**config.mk**
```make
export PLATFORM = sky130hd
export DESIGN_NAME = nmea_rmc_position_extractor
export DESIGN_NICKNAME = d
export VERILOG_FILES = /design/src/nrpe_pkg.sv /design/src/nrpe_ram.sv /design/src/nrpe_ctrl.sv /design/src/nrpe_dp.sv /design/src/nmea_rmc_position_extractor.sv
export VERILOG_INCLUDE_DIRS = /design/src /design/src/src
export SDC_FILE = /design/constraint.sdc
export NUM_CORES = 1
export LEC_CHECK = 0
export BUFFER_PORTS_ARGS = -buffer_cell sky130_fd_sc_hd__buf_2
export CORE_ASPECT_RATIO = 1.75
export CORE_MARGIN = 5
export CORE_UTILIZATION = 40
export CTS_CLUSTER_SIZE = 12
export DETAILED_ROUTE_END_ITERATION = 12
export PLACE_DENSITY_LB_ADDON = 0.3
export SLEW_MARGIN = 25
export SYNTH_ARGS = -nofsm -noshare
export SYNTH_HDL_FRONTEND = slang
export SYNTH_HIERARCHICAL = 1
export SYNTH_SLANG_ARGS = --single-unit
```
**constraint.sdc**
```tcl
create_clock -name clk -period 4.2 [get_ports clk]
set_input_delay 0.42 -clock clk [delete_from_list [all_inputs] [get_ports clk]]
set_output_delay 0.42 -clock clk [all_outputs]
set_load 0.005 [all_outputs]
```
**src/nmea_rmc_position_extractor_defines.svh**
```systemverilog
// ---------------------------------------------------------------------------
// NMEA RMC position extractor - assertion macros
// Concurrent assertion wrappers on clk / rst_n; compiled out by NO_ASSERTIONS.
// ---------------------------------------------------------------------------
`ifndef NMEA_RMC_POSITION_EXTRACTOR_DEFINES_SVH
`define NMEA_RMC_POSITION_EXTRACTOR_DEFINES_SVH

`ifndef NO_ASSERTIONS

// name: label, prop: property expression
`define NRPE_ASSERT(name, prop) \
  name: assert property (@(posedge clk) disable iff (!rst_n) prop) \
    else $error("nrpe assertion failed");

// cond in this cycle implies nxt in the following cycle
`define NRPE_ASSERT_NEXT(name, cond, nxt) \
  name: assert property (@(posedge clk) disable iff (!rst_n) (cond) |=> (nxt)) \
    else $error("nrpe assertion failed");

`else

`define NRPE_ASSERT(name, prop)
`define NRPE_ASSERT_NEXT(name, cond, nxt)

`endif

`endif

```
**src/nrpe_pkg.sv**
```systemverilog
// ---------------------------------------------------------------------------
// nrpe_pkg
// Shared types, codes and constants of the NMEA RMC position extractor.
// ---------------------------------------------------------------------------
package nrpe_pkg;

  localparam int FIELD_CHARS_DEF = 16;

  localparam int BYTE_W      = 8;
  localparam int KIND_W      = 2;
  localparam int IDX_W       = 4;
  localparam int HDR_W       = 3;
  localparam int CFG_INDEX_W = 2;
  localparam int OUT_TDATA_W = 16;

  localparam logic [BYTE_W-1:0] CH_DOLLAR = 8'h24;
  localparam logic [BYTE_W-1:0] CH_G      = 8'h47;
  localparam logic [BYTE_W-1:0] CH_N      = 8'h4E;
  localparam logic [BYTE_W-1:0] CH_R      = 8'h52;
  localparam logic [BYTE_W-1:0] CH_M      = 8'h4D;
  localparam logic [BYTE_W-1:0] CH_C      = 8'h43;
  localparam logic [BYTE_W-1:0] CH_COMMA  = 8'h2C;
  localparam logic [BYTE_W-1:0] CH_STAR   = 8'h2A;

  localparam logic [HDR_W-1:0] HDR_IDLE  = 3'd0;
  localparam logic [HDR_W-1:0] HDR_START = 3'd1;
  localparam logic [HDR_W-1:0] HDR_DONE  = 3'd6;

  localparam logic [IDX_W-1:0] COMMA_MAX   = 4'd15;
  localparam logic [IDX_W-1:0] LAT_IDX_RST = 4'd3;
  localparam logic [IDX_W-1:0] LON_IDX_RST = 4'd5;

  localparam logic [CFG_INDEX_W-1:0] CFG_LAT_IDX = 2'd0;
  localparam logic [CFG_INDEX_W-1:0] CFG_LON_IDX = 2'd1;

  localparam logic [KIND_W-1:0] KIND_LAT = 2'd0;
  localparam logic [KIND_W-1:0] KIND_LON = 2'd1;
  localparam logic [KIND_W-1:0] KIND_END = 2'd2;

  typedef enum logic [2:0] {
    ST_IDLE,
    ST_LAT_RD,
    ST_LAT_LD,
    ST_LON_RD,
    ST_LON_LD,
    ST_END
  } nrpe_state_t;

  typedef struct packed {
    logic take;
    logic clr_idx;
    logic rd;
    logic load_lat;
    logic load_lon;
    logic load_end;
  } nrpe_cmd_t;

  typedef struct packed {
    logic end_hit;
    logic lat_more;
    logic lon_more;
    logic out_free;
  } nrpe_sts_t;

  // expected header byte at match position pos
  function automatic logic [BYTE_W-1:0] hdr_char(input logic [HDR_W-1:0] pos);
    logic [BYTE_W-1:0] c;
    case (pos)
      3'd1:    c = CH_G;
      3'd2:    c = CH_N;
      3'd3:    c = CH_R;
      3'd4:    c = CH_M;
      3'd5:    c = CH_C;
      default: c = CH_DOLLAR;
    endcase
    return c;
  endfunction

endpackage

```
**src/nrpe_ram.sv**
```systemverilog
// ---------------------------------------------------------------------------
// nrpe_ram
// Generic single-write, single-read RAM with registered read data.
// ---------------------------------------------------------------------------
module nrpe_ram #(
  parameter int WIDTH = 8,
  parameter int DEPTH = 16
) (
  input  logic                     clk,
  input  logic                     we,
  input  logic [$clog2(DEPTH)-1:0] waddr,
  input  logic [WIDTH-1:0]         wdata,
  input  logic                     re,
  input  logic [$clog2(DEPTH)-1:0] raddr,
  output logic [WIDTH-1:0]         rdata_r
);

  logic [WIDTH-1:0] mem [DEPTH];

  always_ff @(posedge clk) begin
    if (we) begin
      mem[waddr] <= wdata;
    end
    if (re) begin
      rdata_r <= mem[raddr];
    end
  end

endmodule

```
**src/nrpe_ctrl.sv**
```systemverilog
// ---------------------------------------------------------------------------
// nrpe_ctrl
// Controller: takes bytes while idle, sequences the field read-out at the
// end of a sentence.
// ---------------------------------------------------------------------------
`include "nmea_rmc_position_extractor_defines.svh"

module nrpe_ctrl (
  input  logic                clk,
  input  logic                rst_n,
  input  logic                in_tvalid,
  output logic                in_tready,
  input  nrpe_pkg::nrpe_sts_t sts,
  output nrpe_pkg::nrpe_cmd_t cmd
);
  import nrpe_pkg::*;

  nrpe_state_t state_r, state_nxt;

  always_ff @(posedge clk) begin
    if (!rst_n) begin
      state_r <= ST_IDLE;
    end else begin
      state_r <= state_nxt;
    end
  end

  always_comb begin
    state_nxt = state_r;
    cmd       = '0;
    in_tready = 1'b0;
    case (state_r)
      ST_IDLE: begin
        in_tready = 1'b1;
        cmd.take  = in_tvalid;
        if (in_tvalid && sts.end_hit) begin
          cmd.clr_idx = 1'b1;
          state_nxt   = ST_LAT_RD;
        end
      end
      ST_LAT_RD: begin
        if (sts.lat_more) begin
          cmd.rd    = 1'b1;
          state_nxt = ST_LAT_LD;
        end else begin
          cmd.clr_idx = 1'b1;
          state_nxt   = ST_LON_RD;
        end
      end
      ST_LAT_LD: begin
        if (sts.out_free) begin
          cmd.load_lat = 1'b1;
          state_nxt    = ST_LAT_RD;
        end
      end
      ST_LON_RD: begin
        if (sts.lon_more) begin
          cmd.rd    = 1'b1;
          state_nxt = ST_LON_LD;
        end else begin
          state_nxt = ST_END;
        end
      end
      ST_LON_LD: begin
        if (sts.out_free) begin
          cmd.load_lon = 1'b1;
          state_nxt    = ST_LON_RD;
        end
      end
      ST_END: begin
        if (sts.out_free) begin
          cmd.load_end = 1'b1;
          state_nxt    = ST_IDLE;
        end
      end
      default: begin
        state_nxt = ST_IDLE;
      end
    endcase
  end

  `NRPE_ASSERT(a_load_when_free, (cmd.load_lat || cmd.load_lon || cmd.load_end) |-> sts.out_free)
  `NRPE_ASSERT_NEXT(a_end_to_idle, cmd.load_end, state_r == ST_IDLE)
  `NRPE_ASSERT_NEXT(a_end_hit_starts, cmd.take && sts.end_hit, state_r == ST_LAT_RD)

endmodule

```
**src/nrpe_dp.sv**
```systemverilog
// ---------------------------------------------------------------------------
// nrpe_dp
// Datapath: header match, comma count, field stores, read-out index,
// configuration registers and the output register.
// ---------------------------------------------------------------------------
`include "nmea_rmc_position_extractor_defines.svh"

module nrpe_dp #(
  parameter int FIELD_CHARS = nrpe_pkg::FIELD_CHARS_DEF
) (
  input  logic                                clk,
  input  logic                                rst_n,
  input  logic [nrpe_pkg::BYTE_W-1:0]         in_byte,
  input  logic                                cfg_we,
  input  logic [nrpe_pkg::CFG_INDEX_W-1:0]    cfg_index,
  input  logic [nrpe_pkg::IDX_W-1:0]          cfg_data,
  input  nrpe_pkg::nrpe_cmd_t                 cmd,
  output nrpe_pkg::nrpe_sts_t                 sts,
  input  logic                                out_tready,
  output logic                                out_tvalid,
  output logic [nrpe_pkg::OUT_TDATA_W-1:0]    out_tdata,
  output logic [nrpe_pkg::KIND_W-1:0]         out_tuser,
  output logic                                out_tlast
);
  import nrpe_pkg::*;

  localparam int ADDR_W = $clog2(FIELD_CHARS);
  localparam int LEN_W  = $clog2(FIELD_CHARS + 1);
  localparam logic [LEN_W-1:0] LEN_MAX = LEN_W'(FIELD_CHARS);

  logic [IDX_W-1:0]  lat_idx_r, lon_idx_r;
  logic [HDR_W-1:0]  hdr_r, hdr_nxt;
  logic [IDX_W-1:0]  comma_r, comma_nxt;
  logic [LEN_W-1:0]  lat_len_r, lat_len_nxt;
  logic [LEN_W-1:0]  lon_len_r, lon_len_nxt;
  logic              drop_r, drop_nxt;
  logic [LEN_W-1:0]  rd_idx_r, rd_idx_nxt;
  logic              lat_we, lon_we;
  logic [BYTE_W-1:0] lat_rdata, lon_rdata;
  logic              end_hit;

  logic              out_valid_r, out_valid_nxt;
  logic [KIND_W-1:0] out_kind_r;
  logic [BYTE_W-1:0] out_char_r;
  logic              out_ovf_r;
  logic              out_last_r;

  // config registers
  always_ff @(posedge clk) begin
    if (!rst_n) begin
      lat_idx_r <= LAT_IDX_RST;
      lon_idx_r <= LON_IDX_RST;
    end else if (cfg_we) begin
      case (cfg_index)
        CFG_LAT_IDX: lat_idx_r <= cfg_data;
        CFG_LON_IDX: lon_idx_r <= cfg_data;
        default: ;
      endcase
    end
  end

  assign end_hit = (hdr_r == HDR_DONE) && (in_byte == CH_STAR) && (comma_r >= lon_idx_r);

  // sentence parsing
  always_comb begin
    hdr_nxt     = hdr_r;
    comma_nxt   = comma_r;
    lat_len_nxt = lat_len_r;
    lon_len_nxt = lon_len_r;
    drop_nxt    = drop_r;
    lat_we      = 1'b0;
    lon_we      = 1'b0;
    if (cmd.load_end) begin
      hdr_nxt     = HDR_IDLE;
      comma_nxt   = '0;
      lat_len_nxt = '0;
      lon_len_nxt = '0;
      drop_nxt    = 1'b0;
    end else if (cmd.take) begin
      if (in_byte == CH_DOLLAR) begin
        hdr_nxt     = HDR_START;
        comma_nxt   = '0;
        lat_len_nxt = '0;
        lon_len_nxt = '0;
        drop_nxt    = 1'b0;
      end else if (hdr_r != HDR_DONE) begin
        if (hdr_r != HDR_IDLE && in_byte == hdr_char(hdr_r)) begin
          hdr_nxt = hdr_r + 1'b1;
        end else begin
          hdr_nxt = HDR_IDLE;
        end
      end else if (in_byte == CH_COMMA) begin
        if (comma_r != COMMA_MAX) begin
          comma_nxt = comma_r + 1'b1;
        end
      end else if (!end_hit) begin
        if (comma_r == lat_idx_r) begin
          if (lat_len_r < LEN_MAX) begin
            lat_we      = 1'b1;
            lat_len_nxt = lat_len_r + 1'b1;
          end else begin
            drop_nxt = 1'b1;
          end
        end else if (comma_r == lon_idx_r) begin
          if (lon_len_r < LEN_MAX) begin
            lon_we      = 1'b1;
            lon_len_nxt = lon_len_r + 1'b1;
          end else begin
            drop_nxt = 1'b1;
          end
        end
      end
    end
  end

  always_comb begin
    rd_idx_nxt = rd_idx_r;
    if (cmd.clr_idx) begin
      rd_idx_nxt = '0;
    end else if (cmd.load_lat || cmd.load_lon) begin
      rd_idx_nxt = rd_idx_r + 1'b1;
    end
  end

  always_ff @(posedge clk) begin
    if (!rst_n) begin
      hdr_r     <= HDR_IDLE;
      comma_r   <= '0;
      lat_len_r <= '0;
      lon_len_r <= '0;
      drop_r    <= 1'b0;
      rd_idx_r  <= '0;
    end else begin
      hdr_r     <= hdr_nxt;
      comma_r   <= comma_nxt;
      lat_len_r <= lat_len_nxt;
      lon_len_r <= lon_len_nxt;
      drop_r    <= drop_nxt;
      rd_idx_r  <= rd_idx_nxt;
    end
  end

  nrpe_ram #(
    .WIDTH (BYTE_W),
    .DEPTH (FIELD_CHARS)
  ) u_lat_ram (
    .clk     (clk),
    .we      (lat_we),
    .waddr   (lat_len_r[ADDR_W-1:0]),
    .wdata   (in_byte),
    .re      (cmd.rd),
    .raddr   (rd_idx_r[ADDR_W-1:0]),
    .rdata_r (lat_rdata)
  );

  nrpe_ram #(
    .WIDTH (BYTE_W),
    .DEPTH (FIELD_CHARS)
  ) u_lon_ram (
    .clk     (clk),
    .we      (lon_we),
    .waddr   (lon_len_r[ADDR_W-1:0]),
    .wdata   (in_byte),
    .re      (cmd.rd),
    .raddr   (rd_idx_r[ADDR_W-1:0]),
    .rdata_r (lon_rdata)
  );

  // output register
  always_comb begin
    out_valid_nxt = out_valid_r;
    if (cmd.load_lat || cmd.load_lon || cmd.load_end) begin
      out_valid_nxt = 1'b1;
    end else if (out_tready) begin
      out_valid_nxt = 1'b0;
    end
  end

  always_ff @(posedge clk) begin
    if (!rst_n) begin
      out_valid_r <= 1'b0;
    end else begin
      out_valid_r <= out_valid_nxt;
    end
  end

  always_ff @(posedge clk) begin
    if (cmd.load_lat) begin
      out_kind_r <= KIND_LAT;
      out_char_r <= lat_rdata;
      out_ovf_r  <= 1'b0;
      out_last_r <= 1'b0;
    end else if (cmd.load_lon) begin
      out_kind_r <= KIND_LON;
      out_char_r <= lon_rdata;
      out_ovf_r  <= 1'b0;
      out_last_r <= 1'b0;
    end else if (cmd.load_end) begin
      out_kind_r <= KIND_END;
      out_char_r <= '0;
      out_ovf_r  <= drop_r;
      out_last_r <= 1'b1;
    end
  end

  assign sts.end_hit  = end_hit;
  assign sts.lat_more = rd_idx_r < lat_len_r;
  assign sts.lon_more = rd_idx_r < lon_len_r;
  assign sts.out_free = !out_valid_r || out_tready;

  assign out_tvalid = out_valid_r;
  assign out_tdata  = {{(OUT_TDATA_W - BYTE_W - 1){1'b0}}, out_ovf_r, out_char_r};
  assign out_tuser  = out_kind_r;
  assign out_tlast  = out_last_r;

  `NRPE_ASSERT(a_lat_len_bound, lat_len_r <= LEN_MAX && lon_len_r <= LEN_MAX)
  `NRPE_ASSERT(a_drop_needs_full, drop_r |-> (lat_len_r == LEN_MAX || lon_len_r == LEN_MAX))
  `NRPE_ASSERT_NEXT(a_end_clears, cmd.load_end, hdr_r == HDR_IDLE && lat_len_r == '0)

endmodule

```
**src/nmea_rmc_position_extractor.sv**
```systemverilog
// NMEA RMC position extractor. Bytes of the serial sentence stream enter one per cycle
// while the block is idle; "$GNRMC" is matched as consecutive bytes, '$' always restarts
// the match, and after the header the characters of the latitude and longitude fields
// (selected by comma count through the two config registers) are stored, up to
// FIELD_CHARS each, with any excess dropped and flagged. A '*' seen once the longitude
// field is reached closes the sentence: the block then sends every latitude character
// (tuser 0), every longitude character (tuser 1) and an end item (tuser 2, tlast high,
// tdata bit 8 = overflow). Read-out goes through one registered read port per store: for
// each stored character a read state fetches it and a load state moves it into the
// output register once it is free; in_tready stays low from the closing '*' until the
// end item is loaded. Config writes are always ready.
// ---------------------------------------------------------------------------
// nmea_rmc_position_extractor
// Top level: byte stream in, latitude/longitude characters out.
// ---------------------------------------------------------------------------
module nmea_rmc_position_extractor #(
  parameter int FIELD_CHARS = nrpe_pkg::FIELD_CHARS_DEF
) (
  input  logic                                clk,
  input  logic                                rst_n,
  // in_tdata: [7:0] rx_byte
  input  logic                                in_tvalid,
  output logic                                in_tready,
  input  logic [nrpe_pkg::BYTE_W-1:0]         in_tdata,
  // out_tdata: [7:0] char_out, [8] overflowed, [15:9] zero
  // out_tuser: [1:0] field_kind
  output logic                                out_tvalid,
  input  logic                                out_tready,
  output logic [nrpe_pkg::OUT_TDATA_W-1:0]    out_tdata,
  output logic [nrpe_pkg::KIND_W-1:0]         out_tuser,
  output logic                                out_tlast,
  input  logic                                cfg_valid,
  output logic                                cfg_ready,
  input  logic [nrpe_pkg::CFG_INDEX_W-1:0]    cfg_index,
  input  logic [nrpe_pkg::IDX_W-1:0]          cfg_data
);
  import nrpe_pkg::*;

  nrpe_cmd_t cmd;
  nrpe_sts_t sts;

  assign cfg_ready = 1'b1;

  nrpe_ctrl u_ctrl (
    .clk       (clk),
    .rst_n     (rst_n),
    .in_tvalid (in_tvalid),
    .in_tready (in_tready),
    .sts       (sts),
    .cmd       (cmd)
  );

  nrpe_dp #(
    .FIELD_CHARS (FIELD_CHARS)
  ) u_dp (
    .clk        (clk),
    .rst_n      (rst_n),
    .in_byte    (in_tdata),
    .cfg_we     (cfg_valid),
    .cfg_index  (cfg_index),
    .cfg_data   (cfg_data),
    .cmd        (cmd),
    .sts        (sts),
    .out_tready (out_tready),
    .out_tvalid (out_tvalid),
    .out_tdata  (out_tdata),
    .out_tuser  (out_tuser),
    .out_tlast  (out_tlast)
  );

endmodule
```
==> summary.txt <==
Unique masters post-synth: 63
Register area: 0.00917 mm²
Number of global-route vias before repair: 7276
Pwr Density: 401 mW/mm²
# diodes: 0
Post-Syn Area per Cell: 16.9 µm²
Fin util: 45.3%
TNS Setup: 0 ps
Routed wire length: 29700 µm
Cts bufs inserted: 31
Die area: 0.0373 mm²
Root buffer cell: clkbuf_16
Worst path required time: 4450 ps
CP Class: flip-flop to flip-flop
Die X: 148 µm
Global-route wire length before repair: 44200 µm
CP endpoint kind: flip-flop
Port buffer count: 32
Final Worst Setup Slack: 533 ps
Gate power share: 1.7%
Sequential area share after synthesis: 68.6%
Post-route ant nets: 0
Final-stage net count: 903
VDD IR max: 0.262 mV
Clock sink count: 318
GRT overflow: 0
Setup-failing EPs final: 0
Pint: 4.85 mW
Hold_buf cts: 0
Worst-Margin Slew: 933 ps
H-Tree Level Count: 1
Clock power frac: 41.0%
Fin crit share: 87.3%
DP Wirelength: 20400 µm
Skew final: 12.1 ps
Setup bufs post-CTS: 0
Reg clk slew, reported paths: 60 ps
IO Pins: 41
Pre-CTS WS: 563 ps
Final Max Slew Viols: 0
Final hold violation count: 0
Drt pass-1 iters: 4
Core footprint: 0.0330 mm²
GPL Wtd Cong: 0.771
Most common library cell in the layout ignoring fill and taps: edfxtp_1
FILL cells: 2877
Min Tclk post-route: 3670 ps
FP Rows: 88
Worst-path fanout max: 8
Worst setup SP type: flip-flop
Outcome: finished, final reports clean
Sequential power share: 57.3%
Max-cap violation count: 0
Post-DR vias/cell: 5.52
Post-synth ARST share: 0%
DR WL/cell: 23.2 µm
Die height: 252 µm
Met1 Use GR: 16.7%
Pwr Total: 5.99 mW
Largest net degree at the start of global routing: 68
Layout cell share with drive strength beyond 1: 18.6%
Total global-route track usage: 15.8%
Switching power: 1.14 mW
Slew HR: 37.8%
Cts repair resizes: 0
Gr busiest metal: met2
Netlist Area Pre-Place: 0.0134 mm²
CTS tree: yes
Area of the multi-input gates: 0.00381 mm²
Crit path DAT: 3910 ps
Mapped Cells: 789
DRC: 0
Syn-to-layout area delta: 11.9%
Final hold slack: 99.1 ps
1st-iter DRT viols: 471
Met3 Track Usage GR: 1.67%
Commonest cells after routing, fill and taps aside: edfxtp_1 (280), nor2_1 (51), buf_4 (44), nand2_1 (39)
Met2 Track Usage GR: 31.9%
Skew-Pair Late Insertion Delay: 550 ps
Leak: 4.87 nW
Vias: 7072
Number of synthesized flops with an enable pin: 280
Number of synthesized register bits: 318
Initial Utilization: 40.5%
Initial antenna violation count: 0
Clk buf depth: 3
Yosys warns: 6
Primary FF master, synth: edfxtp_1
Switching Share: 19.0%
RSZ-0062 raised after global routing: no
Max Freq: 273 MHz
Hold Crit Class: primary input to flip-flop
final timing paths:
check / endpoint / slack [ps] / cells past startpoint / start
min reg2reg: u_dp/out_tuser[1] / 480 / 2 / u_dp/out_tuser[1]
max: u_dp/u_lat_ram/mem[0][7] / 530 / 10 / u_dp/comma_r[0]
min: u_dp/lat_idx_r[1] / 100 / 3 / cfg_data[1]
max reg2reg: u_dp/u_lat_ram/mem[0][7] / 530 / 10 / u_dp/comma_r[0]
through the flow:
step | std cells | cell area, µm²
5_1_grt | 1282 | 15000
3_5_place_dp | 1234 | 14100
6_report | 1282 | 15000
4_1_cts | 1282 | 15000
3_3_place_gp | 1234 | 14100
2_1_floorplan | 795 | 13400
per-layer routing:
layer | wire length, µm | up-vias
met3 | 984 | 46
met2 | 17200 | 145
met4 | 917 | 0
met1 | 10600 | 3639
met5 | 0 | -
li1 | - | 3242
power groups by stage:
stage,combinational [mW],clock (mW),sequential (mW)
after floorplan,0.0342,0,3.50
after global placement,0.105,0,3.50
after detailed placement,0.104,0,3.50
after CTS,0.104,2.52,3.43
after global routing,0.112,2.66,3.43
final,0.101,2.46,3.43
kinds of logic (layout without fill, tap and decap cells):
group / count (synthesis) / in the layout / share of synthesized area [%]
other: 2 / 8 / 0.0562
adder cells (fa/ha/maj): 22 / 22 / 2.06
multiplexers: 76 / 76 / 12.5
buffers and inverters: 66 / 148 / 3.10
AND/OR/NAND/NOR: 193 / 193 / 7.62
AO/OA/AOI/OAI: 98 / 98 / 5.22
XOR/XNOR: 14 / 14 / 0.917
flip-flops: 318 / 318 / 68.6
critical path, stage by stage, from the launching register on:
cell	delay [ps]
dfxtp_1	420
inv_1	60
ha_1	290
nand2b_1	180
a2111oi_4	410
a2111oi_4	150
or4_2	690
nor2_1	250
or3b_2	550
nor3_1	160
buf_4	210
state kept, by name (all words and copies together) (netlist names), 5 cells and up:
signal,cells
u_dp/out_char_r,8
u_dp/rd_idx_r,5
u_dp/lat_len_r,5
u_dp/u_lat_ram/mem,128
u_dp/u_lat_ram/rdata_r,8
u_dp/lon_len_r,5
u_dp/u_lon_ram/mem,128
u_dp/u_lon_ram/rdata_r,8
synth_stat cells (11+ instances only):
cell / number / area, µm²
nor2_1: 51 / 191
nor2b_1: 12 / 75.1
mux2i_1: 11 / 110
a22oi_1: 32 / 240
mux4_2: 36 / 811
nand3_1: 11 / 55.1
nand2_1: 39 / 146
o21ai_0: 18 / 90.1
a21oi_1: 21 / 105
edfxtp_1: 280 / 8410
inv_1: 23 / 86.3
mux4_1: 28 / 736
ha_1: 22 / 275
nand2b_1: 18 / 113
buf_4: 13 / 97.6
nor3_1: 12 / 60.1
dfxtp_1: 38 / 761
layout make-up:
cell class                 instances  share of cell area, %
sequential                       318                   61.3
inverter                          23                  0.577
clock buffer                      42                   5.46
multi-input combinational        411                   25.5
clock inverter                     6                  0.343
tap                              405                   3.39
timing repair buffer              77                   3.41
Power figures use the tool's default switching activity.
